--- src/design/swr_pkg.sv ---
// Package for the single-wire sensor frame receiver.
// Holds the word types, configuration struct, codes and sizing constants.
// No dependencies; every other design file uses it by scoped names.
`default_nettype none

package swr_pkg;

  // Frame and edge sizing.
  localparam int MAX_EDGES   = 85;
  localparam int FRAME_BITS  = 40;
  localparam int FRAME_BYTES = FRAME_BITS / 8;
  localparam int EDGE_W      = 7;
  localparam int BITCNT_W    = 6;
  localparam int RUN_W       = 8;
  localparam int COUNT_W     = 16;

  // The first transition after which high runs carry data.
  localparam logic [EDGE_W-1:0]  FIRST_DATA_EDGE = EDGE_W'(4);
  localparam logic [RUN_W-1:0]   RUN_MAX         = '1;

  // Configuration port.
  localparam int CFG_IDX_W  = 2;
  localparam int CFG_DATA_W = 16;

  typedef enum logic [CFG_IDX_W-1:0] {
    CFG_START_LOW  = 2'd0,
    CFG_START_HIGH = 2'd1,
    CFG_ONE_THRESH = 2'd2,
    CFG_TIMEOUT    = 2'd3
  } cfg_idx_t;

  typedef struct packed {
    logic [15:0] start_low_ticks;
    logic [7:0]  start_high_ticks;
    logic [7:0]  one_threshold;
    logic [7:0]  timeout_ticks;
  } cfg_t;

  // Status codes.
  localparam logic [1:0] ST_OK       = 2'd0;
  localparam logic [1:0] ST_SHORT    = 2'd1;
  localparam logic [1:0] ST_CHECKSUM = 2'd2;

  typedef enum logic [3:0] {
    PH_IDLE = 4'b0001,
    PH_LOW  = 4'b0010,
    PH_HIGH = 4'b0100,
    PH_RECV = 4'b1000
  } phase_t;

  typedef struct packed {
    logic action;
    logic line_level;
  } in_item_t;

  typedef struct packed {
    logic                drive_enable;
    logic                drive_level;
    logic                busy_res;
    logic                done_res;
    logic [1:0]          status;
    logic [7:0]          humidity_int;
    logic [7:0]          humidity_frac;
    logic [7:0]          temp_int;
    logic [7:0]          temp_frac;
    logic [BITCNT_W-1:0] bits_received;
  } out_item_t;

endpackage

`default_nettype wire

--- src/design/swr_if.sv ---
// Valid/ready word channel interfaces for the input and result sides.
// Depends on swr_pkg for the word types.
`default_nettype none

interface swr_in_if;
  logic              valid;
  logic              ready;
  swr_pkg::in_item_t data;

  modport source (output valid, output data, input ready);
  modport sink   (input valid, input data, output ready);
endinterface

interface swr_out_if;
  logic               valid;
  logic               ready;
  swr_pkg::out_item_t data;

  modport source (output valid, output data, input ready);
  modport sink   (input valid, input data, output ready);
endinterface

`default_nettype wire

--- src/design/single_wire_sensor_frame_receiver.sv ---
// Host-side receiver for a single-wire humidity and temperature sensor. Each input
// word is either a start command or one microsecond tick carrying the sampled
// data line level; every input word yields exactly one result word that tells
// how to drive the line during that tick (drive_enable, drive_level), whether a
// read is busy or has just finished, the four data bytes, the number of decoded
// bits and a status (ok, too few bits, checksum mismatch). A start drives the
// line low for start_low_ticks ticks, then high for start_high_ticks ticks, and
// then releases it; from the fifth line transition on, each high pulse longer
// than one_threshold ticks decodes as a 1 bit. A read ends after timeout_ticks
// ticks without a transition or after 85 transitions. Throughput is one word per
// clock cycle while the result side is ready: the input register feeds a single
// pass of counting and shifting logic into the result register, so a word's
// result is written to the result register when the word leaves the input
// register, and it can be taken from there when the result side is ready.
// A stalled result word holds in the result register while the input register
// still takes one more word.
// Configuration writes are meant to happen only while no read is in progress.
// Depends on swr_pkg, swr_if, swr_cfg and swr_core.
`default_nettype none

module single_wire_sensor_frame_receiver (
  input  wire logic                           clk,
  input  wire logic                           rst_n,
  swr_in_if.sink                              in_ch,
  swr_out_if.source                           out_ch,
  input  wire logic                           cfg_we,
  input  wire logic [swr_pkg::CFG_IDX_W-1:0]  cfg_index,
  input  wire logic [swr_pkg::CFG_DATA_W-1:0] cfg_wdata
);

  swr_pkg::cfg_t      cfg;
  swr_pkg::in_item_t  in_word_r;
  swr_pkg::out_item_t result;
  swr_pkg::out_item_t out_word_r;
  logic               in_v_r;
  logic               out_v_r;
  logic               advance;

  // The held input word moves on whenever the result register is free or drains.
  assign advance      = in_v_r && (!out_v_r || out_ch.ready);
  assign in_ch.ready  = !in_v_r || advance;
  assign out_ch.valid = out_v_r;
  assign out_ch.data  = out_word_r;

  swr_cfg u_cfg (
    .clk       (clk),
    .rst_n     (rst_n),
    .cfg_we    (cfg_we),
    .cfg_index (cfg_index),
    .cfg_wdata (cfg_wdata),
    .cfg       (cfg)
  );

  swr_core u_core (
    .clk    (clk),
    .rst_n  (rst_n),
    .step   (advance),
    .item   (in_word_r),
    .cfg    (cfg),
    .result (result)
  );

  // Input register.
  always_ff @(posedge clk) begin
    if (!rst_n) begin
      in_v_r <= 1'b0;
    end else if (in_ch.valid && in_ch.ready) begin
      in_v_r <= 1'b1;
    end else if (advance) begin
      in_v_r <= 1'b0;
    end
  end

  always_ff @(posedge clk) begin
    if (in_ch.valid && in_ch.ready) begin
      in_word_r <= in_ch.data;
    end
  end

  // Result register.
  always_ff @(posedge clk) begin
    if (!rst_n) begin
      out_v_r <= 1'b0;
    end else if (advance) begin
      out_v_r <= 1'b1;
    end else if (out_ch.ready) begin
      out_v_r <= 1'b0;
    end
  end

  always_ff @(posedge clk) begin
    if (advance) begin
      out_word_r <= result;
    end
  end

endmodule

`default_nettype wire

--- src/design/swr_cfg.sv ---
// Configuration register file: four timing registers written by index.
// Depends on swr_pkg for the index codes and the configuration struct.
`default_nettype none

module swr_cfg (
  input  wire logic                           clk,
  input  wire logic                           rst_n,
  input  wire logic                           cfg_we,
  input  wire logic [swr_pkg::CFG_IDX_W-1:0]  cfg_index,
  input  wire logic [swr_pkg::CFG_DATA_W-1:0] cfg_wdata,
  output swr_pkg::cfg_t                       cfg
);

  swr_pkg::cfg_t cfg_r;

  always_ff @(posedge clk) begin
    if (!rst_n) begin
      cfg_r.start_low_ticks  <= 16'd18000;
      cfg_r.start_high_ticks <= 8'd40;
      cfg_r.one_threshold    <= 8'd16;
      cfg_r.timeout_ticks    <= 8'd255;
    end else if (cfg_we) begin
      unique case (swr_pkg::cfg_idx_t'(cfg_index))
        swr_pkg::CFG_START_LOW:  cfg_r.start_low_ticks  <= cfg_wdata;
        swr_pkg::CFG_START_HIGH: cfg_r.start_high_ticks <= cfg_wdata[7:0];
        swr_pkg::CFG_ONE_THRESH: cfg_r.one_threshold    <= cfg_wdata[7:0];
        swr_pkg::CFG_TIMEOUT:    cfg_r.timeout_ticks    <= cfg_wdata[7:0];
        default: ;
      endcase
    end
  end

  assign cfg = cfg_r;

endmodule

`default_nettype wire

--- src/design/swr_core.sv ---
// Read sequencer: phase, run and edge counters, bit decoding and frame store.
// Computes one result word per step from the registered input word.
// Depends on swr_pkg.
`default_nettype none

module swr_core (
  input  wire logic               clk,
  input  wire logic               rst_n,
  input  wire logic               step,
  input  wire swr_pkg::in_item_t  item,
  input  wire swr_pkg::cfg_t      cfg,
  output swr_pkg::out_item_t      result
);

  localparam int FB = swr_pkg::FRAME_BITS;
  localparam int FBYTES = swr_pkg::FRAME_BYTES;

  swr_pkg::phase_t                     phase_r, phase_nxt;
  logic [swr_pkg::COUNT_W-1:0]         count_r, count_nxt;
  logic                                last_r, last_nxt;
  logic [swr_pkg::RUN_W-1:0]           run_r, run_nxt;
  logic [swr_pkg::EDGE_W-1:0]          edge_r, edge_nxt;
  logic [swr_pkg::BITCNT_W-1:0]        bits_r, bits_nxt;
  logic [FB-1:0]                       frame_r, frame_nxt;

  logic       den, dlv, done, bit_val;
  logic [7:0] sum;

  always_comb begin
    phase_nxt = phase_r;
    count_nxt = count_r;
    last_nxt  = last_r;
    run_nxt   = run_r;
    edge_nxt  = edge_r;
    bits_nxt  = bits_r;
    frame_nxt = frame_r;
    den       = 1'b0;
    dlv       = 1'b0;
    done      = 1'b0;
    bit_val   = run_r > cfg.one_threshold;

    if (item.action) begin
      phase_nxt = swr_pkg::PH_LOW;
      count_nxt = '0;
      last_nxt  = 1'b1;
      run_nxt   = '0;
      edge_nxt  = '0;
      bits_nxt  = '0;
      frame_nxt = '0;
      den       = 1'b1;
    end else begin
      unique case (phase_r)
        swr_pkg::PH_LOW: begin
          den       = 1'b1;
          count_nxt = count_r + 1'b1;
          if (count_nxt >= cfg.start_low_ticks) begin
            phase_nxt = swr_pkg::PH_HIGH;
            count_nxt = '0;
          end
        end
        swr_pkg::PH_HIGH: begin
          den       = 1'b1;
          dlv       = 1'b1;
          count_nxt = count_r + 1'b1;
          if (count_nxt >= {8'd0, cfg.start_high_ticks}) begin
            phase_nxt = swr_pkg::PH_RECV;
            count_nxt = '0;
          end
        end
        swr_pkg::PH_RECV: begin
          if (item.line_level == last_r) begin
            if (run_r != swr_pkg::RUN_MAX) begin
              run_nxt = run_r + 1'b1;
            end
            if (run_nxt >= cfg.timeout_ticks) begin
              phase_nxt = swr_pkg::PH_IDLE;
              done      = 1'b1;
            end
          end else begin
            // Only high runs after the sensor's response pulses carry data.
            if (edge_r >= swr_pkg::FIRST_DATA_EDGE && !edge_r[0] &&
                bits_r < swr_pkg::BITCNT_W'(FB)) begin
              for (int k = 0; k < FBYTES; k++) begin
                if (bits_r[swr_pkg::BITCNT_W-1:3] == (swr_pkg::BITCNT_W-3)'(k)) begin
                  frame_nxt[8*k +: 8] = {frame_r[8*k +: 7], bit_val};
                end
              end
              bits_nxt = bits_r + 1'b1;
            end
            edge_nxt = edge_r + 1'b1;
            last_nxt = item.line_level;
            run_nxt  = '0;
            if (edge_nxt >= swr_pkg::EDGE_W'(swr_pkg::MAX_EDGES)) begin
              phase_nxt = swr_pkg::PH_IDLE;
              done      = 1'b1;
            end
          end
        end
        default: ;
      endcase
    end
  end

  assign sum = frame_nxt[7:0] + frame_nxt[15:8] + frame_nxt[23:16] + frame_nxt[31:24];

  always_comb begin
    result.drive_enable  = den;
    result.drive_level   = dlv;
    result.busy_res      = phase_nxt != swr_pkg::PH_IDLE;
    result.done_res      = done;
    result.humidity_int  = frame_nxt[7:0];
    result.humidity_frac = frame_nxt[15:8];
    result.temp_int      = frame_nxt[23:16];
    result.temp_frac     = frame_nxt[31:24];
    result.bits_received = bits_nxt;
    if (bits_nxt < swr_pkg::BITCNT_W'(FB)) begin
      result.status = swr_pkg::ST_SHORT;
    end else if (frame_nxt[39:32] != sum) begin
      result.status = swr_pkg::ST_CHECKSUM;
    end else begin
      result.status = swr_pkg::ST_OK;
    end
  end

  always_ff @(posedge clk) begin
    if (!rst_n) begin
      phase_r <= swr_pkg::PH_IDLE;
      count_r <= '0;
      last_r  <= 1'b1;
      run_r   <= '0;
      edge_r  <= '0;
      bits_r  <= '0;
      frame_r <= '0;
    end else if (step) begin
      phase_r <= phase_nxt;
      count_r <= count_nxt;
      last_r  <= last_nxt;
      run_r   <= run_nxt;
      edge_r  <= edge_nxt;
      bits_r  <= bits_nxt;
      frame_r <= frame_nxt;
    end
  end

endmodule

`default_nettype wire
--- src/flat_wrapper.sv ---
// flat-port wrapper written by rule: the top's interface ports become plain ports
module single_wire_sensor_frame_receiver_flat 
  (clk, rst_n, cfg_we, cfg_index, cfg_wdata, in_ch_valid, in_ch_data, in_ch_ready, out_ch_valid, out_ch_data, out_ch_ready);
  swr_in_if in_ch_i ();
  swr_out_if out_ch_i ();
  input  wire logic clk;
  input  wire logic rst_n;
  input  wire logic cfg_we;
  input  wire logic [swr_pkg::CFG_IDX_W-1:0] cfg_index;
  input  wire logic [swr_pkg::CFG_DATA_W-1:0] cfg_wdata;
  input wire logic [$bits(in_ch_i.valid)-1:0] in_ch_valid;
  input wire logic [$bits(in_ch_i.data)-1:0] in_ch_data;
  output wire logic [$bits(in_ch_i.ready)-1:0] in_ch_ready;
  output wire logic [$bits(out_ch_i.valid)-1:0] out_ch_valid;
  output wire logic [$bits(out_ch_i.data)-1:0] out_ch_data;
  input wire logic [$bits(out_ch_i.ready)-1:0] out_ch_ready;
  assign in_ch_i.valid = in_ch_valid;
  assign in_ch_i.data = in_ch_data;
  assign in_ch_ready = in_ch_i.ready;
  assign out_ch_valid = out_ch_i.valid;
  assign out_ch_data = out_ch_i.data;
  assign out_ch_i.ready = out_ch_ready;
  single_wire_sensor_frame_receiver u_core (.clk(clk), .rst_n(rst_n), .in_ch(in_ch_i), .out_ch(out_ch_i), .cfg_we(cfg_we), .cfg_index(cfg_index), .cfg_wdata(cfg_wdata));
endmodule
--- config.mk ---
export PLATFORM = sky130hd
export DESIGN_NAME = single_wire_sensor_frame_receiver_flat
export DESIGN_NICKNAME = d
export VERILOG_FILES = /design/src/design/swr_pkg.sv /design/src/design/swr_if.sv /design/src/design/single_wire_sensor_frame_receiver.sv /design/src/design/swr_cfg.sv /design/src/design/swr_core.sv /design/src/flat_wrapper.sv
export SDC_FILE = /design/constraint.sdc
export NUM_CORES = 1
export LEC_CHECK = 0
export CORE_ASPECT_RATIO = 1.5
export CORE_MARGIN = 5
export CORE_UTILIZATION = 40
export DETAILED_ROUTE_END_ITERATION = 16
export DONT_BUFFER_PORTS = 1
export PLACE_DENSITY_LB_ADDON = 0.3
export SYNTH_ARGS = -nofsm -noshare
export SYNTH_HDL_FRONTEND = slang
export SYNTH_HIERARCHICAL = 1
export SYNTH_SLANG_ARGS = --single-unit
--- constraint.sdc ---
create_clock -name clk -period 5.8 [get_ports clk]
set_clock_uncertainty 0.15 [all_clocks]
set_input_delay 0 -clock clk [delete_from_list [all_inputs] [get_ports clk]]
set_output_delay 0 -clock clk [all_outputs]
set_load 0.01 [all_outputs]
======== After elaboration in Yosys (flattened, before gate mapping) ========
Index checks and enable logic that the tools add are counted.
word-level totals
  register bits after elaboration ......... 170
  output and inout bits ................... 46
operators by class
  add/sub/neg operators ................... 7
  order comparisons ....................... 8
  eq/ne operators ......................... 15
  muxes and demuxes ....................... 47
  bitwise gates (word level) .............. 1
  reductions and logical operators ........ 24
operator list
  cell                                                 count
  2-to-1 mux 40 bit                                    4
  2-to-1 mux 8 bit                                     12
  2-to-1 mux 16 bit                                    3
  one-hot mux 16 bit (2 select lines)                  1
  adder 8 bit                                          3
  2-to-1 mux 4 bit                                     6
  2-to-1 mux 6 bit                                     4
  2-to-1 mux 7 bit                                     3
  adder 16 x 1 -> 16 bit, second input constant        1
  >= comparator 16 bit                                 1
  >= comparator 16 x 8 -> 1 bit                        1
  less-than comparator 6 bit, second input constant    2
  2-to-1 mux 1 bit                                     12
  one-hot mux 4 bit (3 select lines)                   1
  AND reduction 2 bit                                  6
  adder 8 x 1 -> 8 bit, second input constant          1
  >= comparator 8 bit                                  1
  greater-than comparator 8 bit                        1
  inequality test 8 bit                                1
  inequality test 8 bit, second input constant         1
  adder 7 x 1 -> 7 bit, second input constant          1
  >= comparator 7 x 3 -> 1 bit, second input constant  1
  >= comparator 7 bit, second input constant           1
  adder 6 x 1 -> 6 bit, second input constant          1
  22 further kinds                                     33

======== Depth between registers and ports, before layout ========
Gate-level depths: netlist of run 1.
  depth in word-level cells ............... 12
  depth in mapped cells ................... 22
  mapped depth without buffers ............ 22

======== Cells and area by module ========
The synthesis of run 1 kept the hierarchy.
modules (own cells, without submodules)
  module                             times used  cells each  area each (µm²)
  swr_core                           1           850         6942.9
  swr_cfg                            1           163         1659.1
  single_wire_sensor_frame_receiver  1           55          1485.2

======== Worst setup path before layout of run 1 ========
Ideal clock, no wire load.
  path type ............................... register to register
  start ................................... reg u_core/u_core/edge_r[3] (netlist name)
  end ..................................... reg u_core.out_word_r, in the netlist u_core/out_ch.data[39], data pin
  data arrival time ....................... 4744 ps
  data required time ...................... 5384 ps
  path slack .............................. 640 ps
  cell stages (with the launch flop) ...... 21
  path buffers ............................ 2
  cell sequence ........................... dfxtp_1 -> buf_6 -> or4_4 -> o211a_1 -> nand4b_1 -> buf_4 -> mux2i_1 -> nor2_1 -> inv_1 -> fa_1 -> fa_1 -> inv_1 -> ha_1 -> fa_1 -> a21o_1 -> a21oi_1 -> xnor2_1 -> or3_1 -> a221o_1 -> nor4_2 -> a31oi_1
RTL lines
  what                                   line                                     RTL
  from (decl)                            swr_core.sv:22                           logic [swr_pkg::EDGE_W-1:0] edge_r, edge_nxt;
  from (signal assigned)                 swr_core.sv:139                          edge_r <= edge_nxt;
  >= comparator 7 x 3 -> 1 bit           swr_core.sv:81                           if (edge_r >= swr_pkg::FIRST_DATA_EDGE && !edge_r[0] &&
  logical AND 1 bit (2 in series)        swr_core.sv:81
  2-to-1 mux 40 bit                      swr_core.sv:81
  2-to-1 mux 40 bit                      swr_core.sv:71                           if (item.line_level == last_r) begin
  2-to-1 mux 40 bit                      swr_core.sv:52                           unique case (phase_r)
  2-to-1 mux 40 bit                      swr_core.sv:42                           if (item.action) begin
  named net u_core.u_core.frame_nxt[17]  swr_core.sv:24                           logic [FB-1:0] frame_r, frame_nxt;
  adder 8 bit (2 in series)              swr_core.sv:104                          assign sum = frame_nxt[7:0] + frame_nxt[15:8] + frame_nxt[23:16] + frame_nxt[31:24];
  inequality test 8 bit                  swr_core.sv:118                          end else if (frame_nxt[39:32] != sum) begin
  2-to-1 mux 2 bit                       swr_core.sv:118
  to (signal assigned)                   single_wire_sensor_frame_receiver.sv:93  out_word_r <= result;
  to (decl)                              single_wire_sensor_frame_receiver.sv:34  swr_pkg::out_item_t out_word_r;
The timed path passes the listed nets, and every way through them passes these cells.
A chain may end at the register's enable or synchronous reset.

==> metrics.txt, run 1 <==
DRT antenna net count 0; Die Footprint 0.02856 mm2; crit path time final 5476 ps; status finished clean; hold path startpoint in_ch_data[1]; vias in the first global route 6870; multiplexer area fraction after synthesis 11.14%; Top Usage Layer GRT met2; final wirelength 22.01 mm; met2 Use GR 28.34%; register area share after synthesis 38.30%; CP cell instances or4_4, o211a_1, nand4b_1, buf_4, mux2i_1, nor2_1, inv_1, fa_1, fa_1, inv_1, ha_1, fa_1, a21o_1, a21oi_1, xnor2_1, or3_1, a221o_1, nor4_2, a31oi_1; DP HPWL 15.67 mm; Hold Crit Class input pin to register; Ports 71; # DRC 0; CP Capture Type register; main combinational cell family by area after synthesis simple AND/OR/NAND/NOR gates; max-slew violations 0; Syn Inst Count 1068; initial drt markers 294; final hold viol count 0; diode count 0; pin count of the biggest net entering global routing 146; Synth top area share between 20 and 25%; Post-Synth Adder-Cell Area about a tenth; Leak 4.499 nW; final cycle utilization of the critical path a little over nine tenths; Setup TNS 0 ps; Max Freq approximately 180 MHz; GRT Util Overall roughly 16%; Power Dens Cells 229.8 mW/mm2; CP Buf/Inv Count 3; final setup vio count 0; Clock Sinks 170; CTS tree yes; H-tree level count 4; Max-cap violations 0; fill count 2395; First-pass DRT Iterations 4; synth unique cells 70; Seq cells post-synth 170; vias 7076; initial antenna violation count 2; Worst R2R Start u_core/u_core/edge_r[3]$_SDFFE_PN0P_; syn nets 1160; Cells after DPL 1313; worst-margin pin slew 973.5 ps; Port Buf Inserts 0; Crit-path slowest cell or4_4; clock root buffer master clkbuf_16; peak supply drop 0.0002089 V; Die Width approximately 140 um; most frequent cells in the layout dfxtp_1, mux2i_1, nand2_1; grt total ovfl 0; crit path max fanout 9; crit path DAT around 5500 ps; Synth Cell Area 0.01009 mm2; Worst Setup SP u_core/u_core/edge_r[3]$_SDFFE_PN0P_; Post-synth EDFFs 46; YS warnings 6; Placer Congestion between 0.8 and 0.9; met1 Use GR 17.67%; Mean Syn Cell Area 9.445 um2; Clock Pin Slew Worst Setup and Hold Paths 70 ps; ratio of cells with drive above 1 in the final layout 5.844%; crit path launch type register; post-synthesis simple-gate area fraction 19.06%; max incr delay on CP 570 ps; buffer levels on the longest clock path 2; Layout Nets 1140; post-synthesis compound-gate area fraction 9.439%; Worst-Skew Late Latency roughly 430 ps; Main synth FF type dfxtp_1; crit path kind register to register; met3 usage under 10%; clock buffer count from CTS 17; most common cell after layout, fill and taps aside dfxtp_1; Initial Util 40.41%; first-pass GRT wire length 35.43 mm; Async SR Flop Fraction 0%; CP dominant cell by count fa_1; row cnt 71; xor/xnor share of the synthesized area 3.870%; main area contributors after synthesis dfxtp_1, edfxtp_1, mux2i_1; Area Growth Syn to Fin 9.501%; vias per cell 5.094; area of the multi-input gates 0.005340 mm2; fin cells 1389; core area around 0.025 mm2; CP Data Required Time 5820 ps; RSZ-0062 raised after global routing false; critical path's top delay family adder cells; Die Height 204.5 um; slew margin rel. 35.10%; DR WL/cell 15.84 um; cell taking the most area after synthesis dfxtp_1; FF+latch area 0.003864 mm2
-- area by class of cell --
| cell class | count | share of cell area (%) |
|---|---|---|
| flip-flops and latches | 170 | 34.98 |
| clock buffers | 21 | 4.180 |
| repair buffers | 56 | 4.961 |
| well taps | 328 | 3.715 |
| clock inverters | 11 | 0.9628 |
| multi-input cells | 719 | 48.35 |
| inverters | 84 | 2.855 |
-- flip-flops by register name, indices dropped and copies added (netlist names), 2 cells and up --
signal and cells:
u_core/u_core/phase_r 4, u_core/u_core/edge_r 7, u_core/u_core/count_r 16, u_core/u_core/frame_r 40, u_core/u_core/run_r 8, u_core/u_core/bits_r 6
u_core/out_ch.data 44, u_core/in_word_r 2, u_core/u_cfg/cfg 40
-- worst register-to-register path, cell delays in order (launching register included) --
cell and delay (ps):
dfxtp_1 380, or4_4 570, o211a_1 300, nand4b_1 180, buf_4 210, mux2i_1 90, nor2_1 190, inv_1 90
fa_1 420, fa_1 490, inv_1 40, ha_1 210, fa_1 410, a21o_1 200, a21oi_1 250, xnor2_1 110
or3_1 310, a221o_1 360, nor4_2 130, a31oi_1 110
-- cells by family after synthesis --
logic type,Yosys count
flops,170
compound gates,144
simple gates,353
fa+ha+maj,67
mux,112
buf+inv,179
xor+xnor,43
-- cells in the mapped netlist (16+ instances only) --
library cell  number
dfxtp_1          124
nand3_1           16
inv_1             84
o21ai_0           32
buf_4             37
nor2_1            67
a21oi_1           25
edfxtp_1          46
a21o_1            19
nor2b_1           74
clkbuf_1          31
xnor2_1           29
ha_1              53
nand4_1           18
nand2_1           91
mux2i_1          110
-- stage by stage --
stage | power (mW) | utilization [%] | area [um2] | hold slack, ps | setup slack [ps]
floorplan | 1.396 | - | 10090 | -51.13 | 640.3
global placement | 1.409 | 40.14 | 10020 | -64.04 | 423.8
detailed placement | 1.410 | 40.14 | 10020 | -57.15 | 335.7
CTS | 2.582 | 44.25 | 11050 | 74.03 | 319.4
global route | 2.649 | 44.25 | 11050 | 99.33 | 6.677
finish | 2.538 | 44.25 | 11050 | 116.3 | 324.1
-- per-layer routing --
layer  vias up  part of all wire, %
met5         -                0.086
met2       106                   53
met1      3357                   41
met4         4                  2.4
met3        30                  2.9
li1       3579                    -
-- worst paths after layout --
kind | cells after the start | slack (ps) | endpoint
worst max-delay path | 19 | 320 | u_core/out_ch.data[39]$_DFFE_PP_
worst min-delay path | 1 | 120 | u_core/in_word_r[1]$_DFFE_PP_
worst max register to register | 19 | 320 | u_core/out_ch.data[39]$_DFFE_PP_
worst min register to register | 2 | 310 | u_core/u_cfg/cfg[25]$_SDFFE_PN0P_
-- where the power goes --
part | total [mW] | leakage [nW] | switching (mW) | internal, mW
logic | 0.149 | 2.81 | 0.0841 | 0.0649
registers | 1.27 | 1.41 | 0.0271 | 1.25
clock network | 1.12 | 0.283 | 0.492 | 0.624
-- repair_timing --
action                                 4_1_cts  5_1_grt
hold buffers                                44        0
endpoints found under the hold margin      137        0
setup buffers                                0        0
resized for setup                            0        0
No activity file was read; power rests on OpenSTA's default activity.
==> inputs of run 2 (changes only) <==
--- a/config.mk
+++ b/config.mk
@@ -5,6 +5,7 @@
 export SDC_FILE = /design/constraint.sdc
 export NUM_CORES = 1
 export LEC_CHECK = 0
+export ABC_AREA = 1
 export CORE_ASPECT_RATIO = 1.5
 export CORE_MARGIN = 5
 export CORE_UTILIZATION = 40
==> metrics.txt, run 2 <==
Port Buf Inserts 0 (unchanged); vias 8473 (+20%); crit path launch type register; NetSw 0.7281 mW (+21%); First-pass DRT Iterations 5 (+1); crit path time final 4791 ps (-685.4 ps); cell taking the most area after synthesis dfxtp_1; Setup TNS 0 ps (unchanged); RSZ-0062 raised after global routing false; status finished clean; CP Data Required Time 5850 ps (+30 ps); syn nets 1459 (+26%); Flop pwr share 49.3% (-0.9 points); fin cells 1701 (+22%); Die Footprint 0.02876 mm2 (+0.71%); Ports 71 (unchanged); initial antenna violation count 0 (-2); clock root buffer master clkbuf_16; Hold Crit Class input pin to register; overall power 2.648 mW (+4.3%); clock buffer count from CTS 17 (unchanged); Power Dens Cells 236.8 mW/mm2 (+3.1%); ratio of cells with drive above 1 in the final layout 6.701% (+0.86 points); most common library cells after synthesis nand2_1, inv_1, nor2_1, dfxtp_1, a21oi_1; crit path DAT 4840 ps (-650 ps); final cycle utilization of the critical path 82.59% (-12 points); initial drt markers 501 (+70%); Layout Nets 1452 (+27%); vias per cell 4.981 (-2.2%); Die Width 140.2 um (+0.35%); Mean Syn Cell Area 7.435 um2 (-21%); YS warnings 6 (unchanged); DRT antenna net count 0 (unchanged); Synth top area share 24.42% (-0.18 points); DP HPWL 18.05 mm (+15%); Clock Sinks 170 (unchanged); crit path kind register to register; Worst-Skew Late Latency 440 ps (about the same); main combinational cell family by area after synthesis simple AND/OR/NAND/NOR gates; final wirelength 25.21 mm (+15%); Post-Route Utilization 44.63% (+0.38 points); CP dominant cell by count inv_1; GRT Util Overall 17.88% (+2.3 points); xor/xnor share of the synthesized area 1.637% (-2.2 points); hold slack 67.12 ps (-49.21 ps); Max Freq 208.7 MHz (+14%); register area share after synthesis 38.02% (-0.29 points); CP cell instances nor2_1, nand3_1, nand2_2, nor2_8, nand2_1, o21a_1, inv_1, fa_1, fa_1, inv_1, ha_1, fa_1, inv_1, o21ai_0, xor2_1, nand4_1, nand2_1, nand3_1, nor2_1, nand3_1, nand2_1, inv_1; CP Capture Type register; Initial Util 40.57% (+0.16 points); most common cell after layout, fill and taps aside nand2_1; max-slew violations 0 (unchanged); H-tree level count 4 (unchanged); clock share of power 40.4% (-3.6 points); post-synthesis simple-gate area fraction 26.36% (+7.3 points); buffer levels on the longest clock path 2 (unchanged); combinational power share 10.3% (+4.4 points); DR WL/cell 14.82 um (-6.5%); Syn Inst Count 1367 (+28%); synth unique cells 44 (-37%); Die Height 205.2 um (+0.36%); worst-margin pin slew 1067 ps (+93.14 ps); slew margin rel. 28.66% (-6.4 points); Cells after DPL 1621 (+23%); max FFs per register 44 (unchanged); Post-Synth Adder-Cell Area 9.282% (-0.070 points); post-synthesis compound-gate area fraction 11.82% (+2.4 points); Crit-path slowest cell fa_1; sw frac 27.50% (+3.7 points); Internal 1.920 mW (-0.77%); Synth Cell Area 0.01016 mm2 (+0.76%); Area Growth Syn to Fin 10.01%; final setup vio count 0 (unchanged); Clock Pin Slew Worst Setup and Hold Paths 70 ps (about the same); multiplexer area fraction after synthesis 0% (-11 points); row cnt 71 (unchanged); CTS tree yes; Leak 5.158 nW (+15%); peak supply drop 0.0001884 V (-9.8%); core area 0.02505 mm2 (+0.36%); Placer Congestion 0.8520 (+6.0%); Max-cap violations 0 (unchanged); pin count of the biggest net entering global routing 82 (-44%); final hold viol count 0 (unchanged); Seq cells post-synth 170 (unchanged); most frequent cells in the layout nand2_1, inv_1, nor2_1; vias in the first global route 8456 (+23%); grt total ovfl 0 (unchanged); # DRC 0 (unchanged); max incr delay on CP 530 ps (-40 ps); main area contributors after synthesis dfxtp_1, edfxtp_1, nand2_1; first-pass GRT wire length 41.45 mm (+17%); Async SR Flop Fraction 0% (unchanged); crit path max fanout 10 (+1); diode count 0 (unchanged); count leader, synth nand2_1; Post-synth EDFFs 46 (unchanged); fill count 2528 (+5.6%); Main synth FF type dfxtp_1; Setup Fix Bufs, Post-CTS 0 (unchanged)
==> run 2: path summary, 6_finish.rpt <==
kind | from | endpoint | slack, ps | cells past startpoint
max | u_core/u_core/edge_r[4]$_SDFFE_PN0P_ | u_core/out_ch.data[39]$_DFFE_PP_ | 1010 | 22
min | in_ch_data[1] | u_core/in_word_r[1]$_DFFE_PP_ | 70 | 1
max reg2reg | u_core/u_core/edge_r[4]$_SDFFE_PN0P_ | u_core/out_ch.data[39]$_DFFE_PP_ | 1010 | 22
min reg2reg | u_core/u_core/frame_r[6]$_SDFFE_PN0P_ | u_core/u_core/frame_r[6]$_SDFFE_PN0P_ | 310 | 2
==> run 2: layer usage <==
layer / GRT usage (%) / wire length, um / share of wire, %
met1: 19.08 / 10120 / 40
met2: 34.57 / 13760 / 55
met3: 3.116 / 814 / 3.2
met4: 6.787 / 522 / 2.1
met5: 0 / 0 / 0
==> run 2: repair_timing <==
action	in CTS	in global routing
hold buffers	48	0
resized for setup	0	0
hold endpoints to repair	92	0
==> run 2: worst max-delay path, delay by kind of cell, from the launching register on <==
kind | cells | cell delay [ps]
buf+inv | 4 | 240
compound gates | 2 | 380
xor+xnor | 1 | 220
fa+ha+maj | 4 | 1630
flops | 1 | 400
simple gates | 11 | 1520
==> run 2: stage by stage <==
step | cell area [um2] | setup slack [ps]
global route | 11180 | 589.9
floorplan | 10160 | 1492
CTS | 11180 | 1012
finish | 11180 | 1010
detailed placement | 10140 | 1009
global placement | 10140 | 1074
==> run 2: power by group through the flow <==
stage	combinational, mW	clock [mW]	sequential [mW]
2_1_floorplan	0.202	0	1.32
3_3_place_gp	0.224	0	1.33
3_5_place_dp	0.228	0	1.33
4_1_cts	0.273	1.11	1.31
5_1_grt	0.312	1.16	1.31
6_report	0.272	1.07	1.31
==> run 2: logic make-up (layout without fill, tap and decap cells) <==
group           after synthesis  count (layout)
simple gates                594             594
fa+ha+maj                    67              67
xor+xnor                     19              19
compound gates              218             218
buf+inv                     299             305
flops                       170             170
==> run 2: final cells by class <==
type | count | area [um2] | share of cell area (%)
Clock buffer | 18 | 429.2 | 3.838
Timing Repair Buffer | 53 | 535.5 | 4.790
Tap cell | 328 | 410.4 | 3.671
Sequential cell | 170 | 3864 | 34.56
Multi-Input combinational cell | 898 | 5001 | 44.73
Inverter | 220 | 825.8 | 7.386
Clock inverter | 14 | 115.1 | 1.030
==> inputs of run 3 (changes only) <==
==> constraint.sdc (replaced) <==
create_clock -name clk -period 4.07 [get_ports clk]
set_clock_uncertainty 0.15 [all_clocks]
set_input_delay 0 -clock clk [delete_from_list [all_inputs] [get_ports clk]]
set_output_delay 0 -clock clk [all_outputs]
set_load 0.01 [all_outputs]
==> metrics.txt, run 3 (synthesized netlist as in run 2, its figures left out) <==
status finished with violations; failing checks setup timing; Placer Congestion 0.8566 (+0.54%); Ports 71 (unchanged); crit path DAT 4320 ps (-520 ps); max FFs per register 44 (unchanged); final setup vio count 1 (+1); met1 Use GR 19.78% (+0.69 points); met2 Use GR 36.51% (+1.9 points); H-tree level count 4 (unchanged); Worst R2R Start u_core/in_word_r[0]$_DFFE_PP_; # DRC 0 (unchanged); vias 9094 (+7.3%); final cycle utilization of the critical path 105.0% (+22 points); met3 usage 3.139% (+0.023 points); Initial Util 40.57% (unchanged); crit path time final 4274 ps (-516.8 ps); most common cell after layout, fill and taps aside nand2_1; crit path launch type register; GRT Util Overall 18.73% (+0.85 points); Max-cap violations 0 (unchanged); CTS tree yes; Clock Sinks 170 (unchanged); peak supply drop 0.0002831 V (+50%); overall power 4.027 mW (+52%); vias per cell 4.956 (-0.51%); First-pass DRT Iterations 5 (unchanged); most frequent cells in the layout nand2_1, inv_1, buf_4; worst-margin pin slew 1137 ps (+70.67 ps); Layout Nets 1586 (+9.2%); Cells after DPL 1716 (+5.9%); DR WL/cell 14.61 um (-1.4%); Worst-Skew Late Latency 440 ps (about the same); final worst setup slack -203.7 ps (-1213 ps); CP Capture Type register; RSZ-0062 raised after global routing true; crit path max fanout 5 (-5); Leak 5.834 nW (+13%); Die Width 140.2 um (unchanged); Worst Setup SP u_core/in_word_r[0]$_DFFE_PP_; hold path startpoint in_ch_data[1]; Die Footprint 0.02876 mm2 (unchanged); DRT antenna net count 0 (unchanged); initial drt markers 493 (-1.6%); ratio of cells with drive above 1 in the final layout 18.18% (+11 points); hold slack 81.01 ps (+13.89 ps); clock buffer count from CTS 17 (unchanged); Clock Pin Slew Worst Setup and Hold Paths 60 ps (about the same); Die Height 205.2 um (unchanged); Hold Crit Class input pin to register; initial antenna violation count 0 (unchanged); Top Usage Layer GRT met2; core area 0.02505 mm2 (unchanged); pin count of the biggest net entering global routing 82 (unchanged); row cnt 71 (unchanged); Area Growth Syn to Fin 23.32%; Port Buf Inserts 0 (unchanged); crit path kind register to register; max-slew violations 0 (unchanged); Power Dens Cells 321.3 mW/mm2 (+36%); clock root buffer master clkbuf_16; diode count 0 (unchanged); final hold viol count 0 (unchanged); Post-Route Utilization 50.03% (+5.4 points); first-pass GRT wire length 43.88 mm (+5.9%); slew margin rel. 23.93% (-4.7 points); design area 0.01253 mm2 (+12%); vias in the first global route 9208 (+8.9%); CP Data Required Time 4110 ps (-1740 ps); final wirelength 26.81 mm (+6.3%); buffer levels on the longest clock path 2 (unchanged); Max Freq 234.0 MHz (+12%); fin cells 1835 (+7.9%); Area after DPL 0.01086 mm2 (+7.1%); grt total ovfl 0 (unchanged); DP HPWL 18.80 mm (+4.1%)
==> run 3: cell types whose count changed in the layout (fill, tap and decap cells not counted), moves of 7 or more <==
| cell | previous run | this run |
|---|---|---|
| buf_4 | 5 | 128 |
| nand2_1 | 301 | 290 |
| inv_1 | 204 | 193 |
| nand2_2 | 12 | 19 |
| inv_2 | 12 | 23 |
==> run 3: power breakdown <==
group          total, mW  internal, mW  switching [mW]
registers           1.86          1.81          0.0511
clock network       1.70         0.978           0.725
logic              0.467         0.190           0.277
total               4.03          2.97            1.05
==> run 3: worst max-delay path: stages, from the launching register on <==
cell and delay [ps]:
edfxtp_1 420, inv_2 80, nand2_2 60, nand2_4 110
nand3_4 110, nor2_8 210, buf_12 140, nand2_8 60
nand2_2 60, o211ai_1 120, fa_1 500, fa_1 490
inv_1 50, ha_2 190, fa_2 380, inv_2 70
buf_6 90, nor3_2 30, nor2_1 130, nand4_1 180
nand3_1 120, nand2_1 60, nand3_1 60, nand3_1 70
nand2_1 60, inv_1 30
==> run 3: final timing paths <==
check | to | slack (ps) | cells past startpoint
min reg2reg | u_core/u_core/frame_r[14]$_SDFFE_PN0P_ | 320 | 2
max | u_core/out_ch.data[39]$_DFFE_PP_ | -200 | 25
max reg2reg | u_core/out_ch.data[39]$_DFFE_PP_ | -200 | 25
min | u_core/in_word_r[1]$_DFFE_PP_ | 80 | 1
==> run 3: final cells by class <==
| cell class | count | area, um2 |
|---|---|---|
| fillers | 2408 | 12520 |
| multi-input cells | 899 | 5235 |
| flip-flops and latches | 170 | 3867 |
| repair buffers | 186 | 1584 |
| inverters | 220 | 825.8 |
| clock buffers | 17 | 425.4 |
| well taps | 328 | 410.4 |
| clock inverters | 15 | 185.2 |
==> run 3: per-stage QoR <==
stage | setup TNS [ps] | setup slack (ps)
6_report | -203.7 | -203.7
5_1_grt | -425.7 | -425.7
4_1_cts | -171.4 | -171.4
3_5_place_dp | -417.8 | -417.8
3_3_place_gp | -431.3 | -431.3
2_1_floorplan | -154.8 | -154.8
==> run 3: routing by layer <==
metal | share of wire (%) | vias up
met4 | 2.6 | 0
met2 | 54 | 166
met3 | 3.1 | 48
li1 | - | 4612
met1 | 40 | 4268
met5 | 0 | -
==> run 3: what timing repair did <==
item | in CTS | in global routing
pin swaps | 32 | 29
gates cloned | 1 | 0
setup endpoints to repair | 1 | 1
hold endpoints to repair | 96 | 0
hold buffers | 52 | 0
gates resized for setup | 35 | 30
setup buffers | 22 | 12
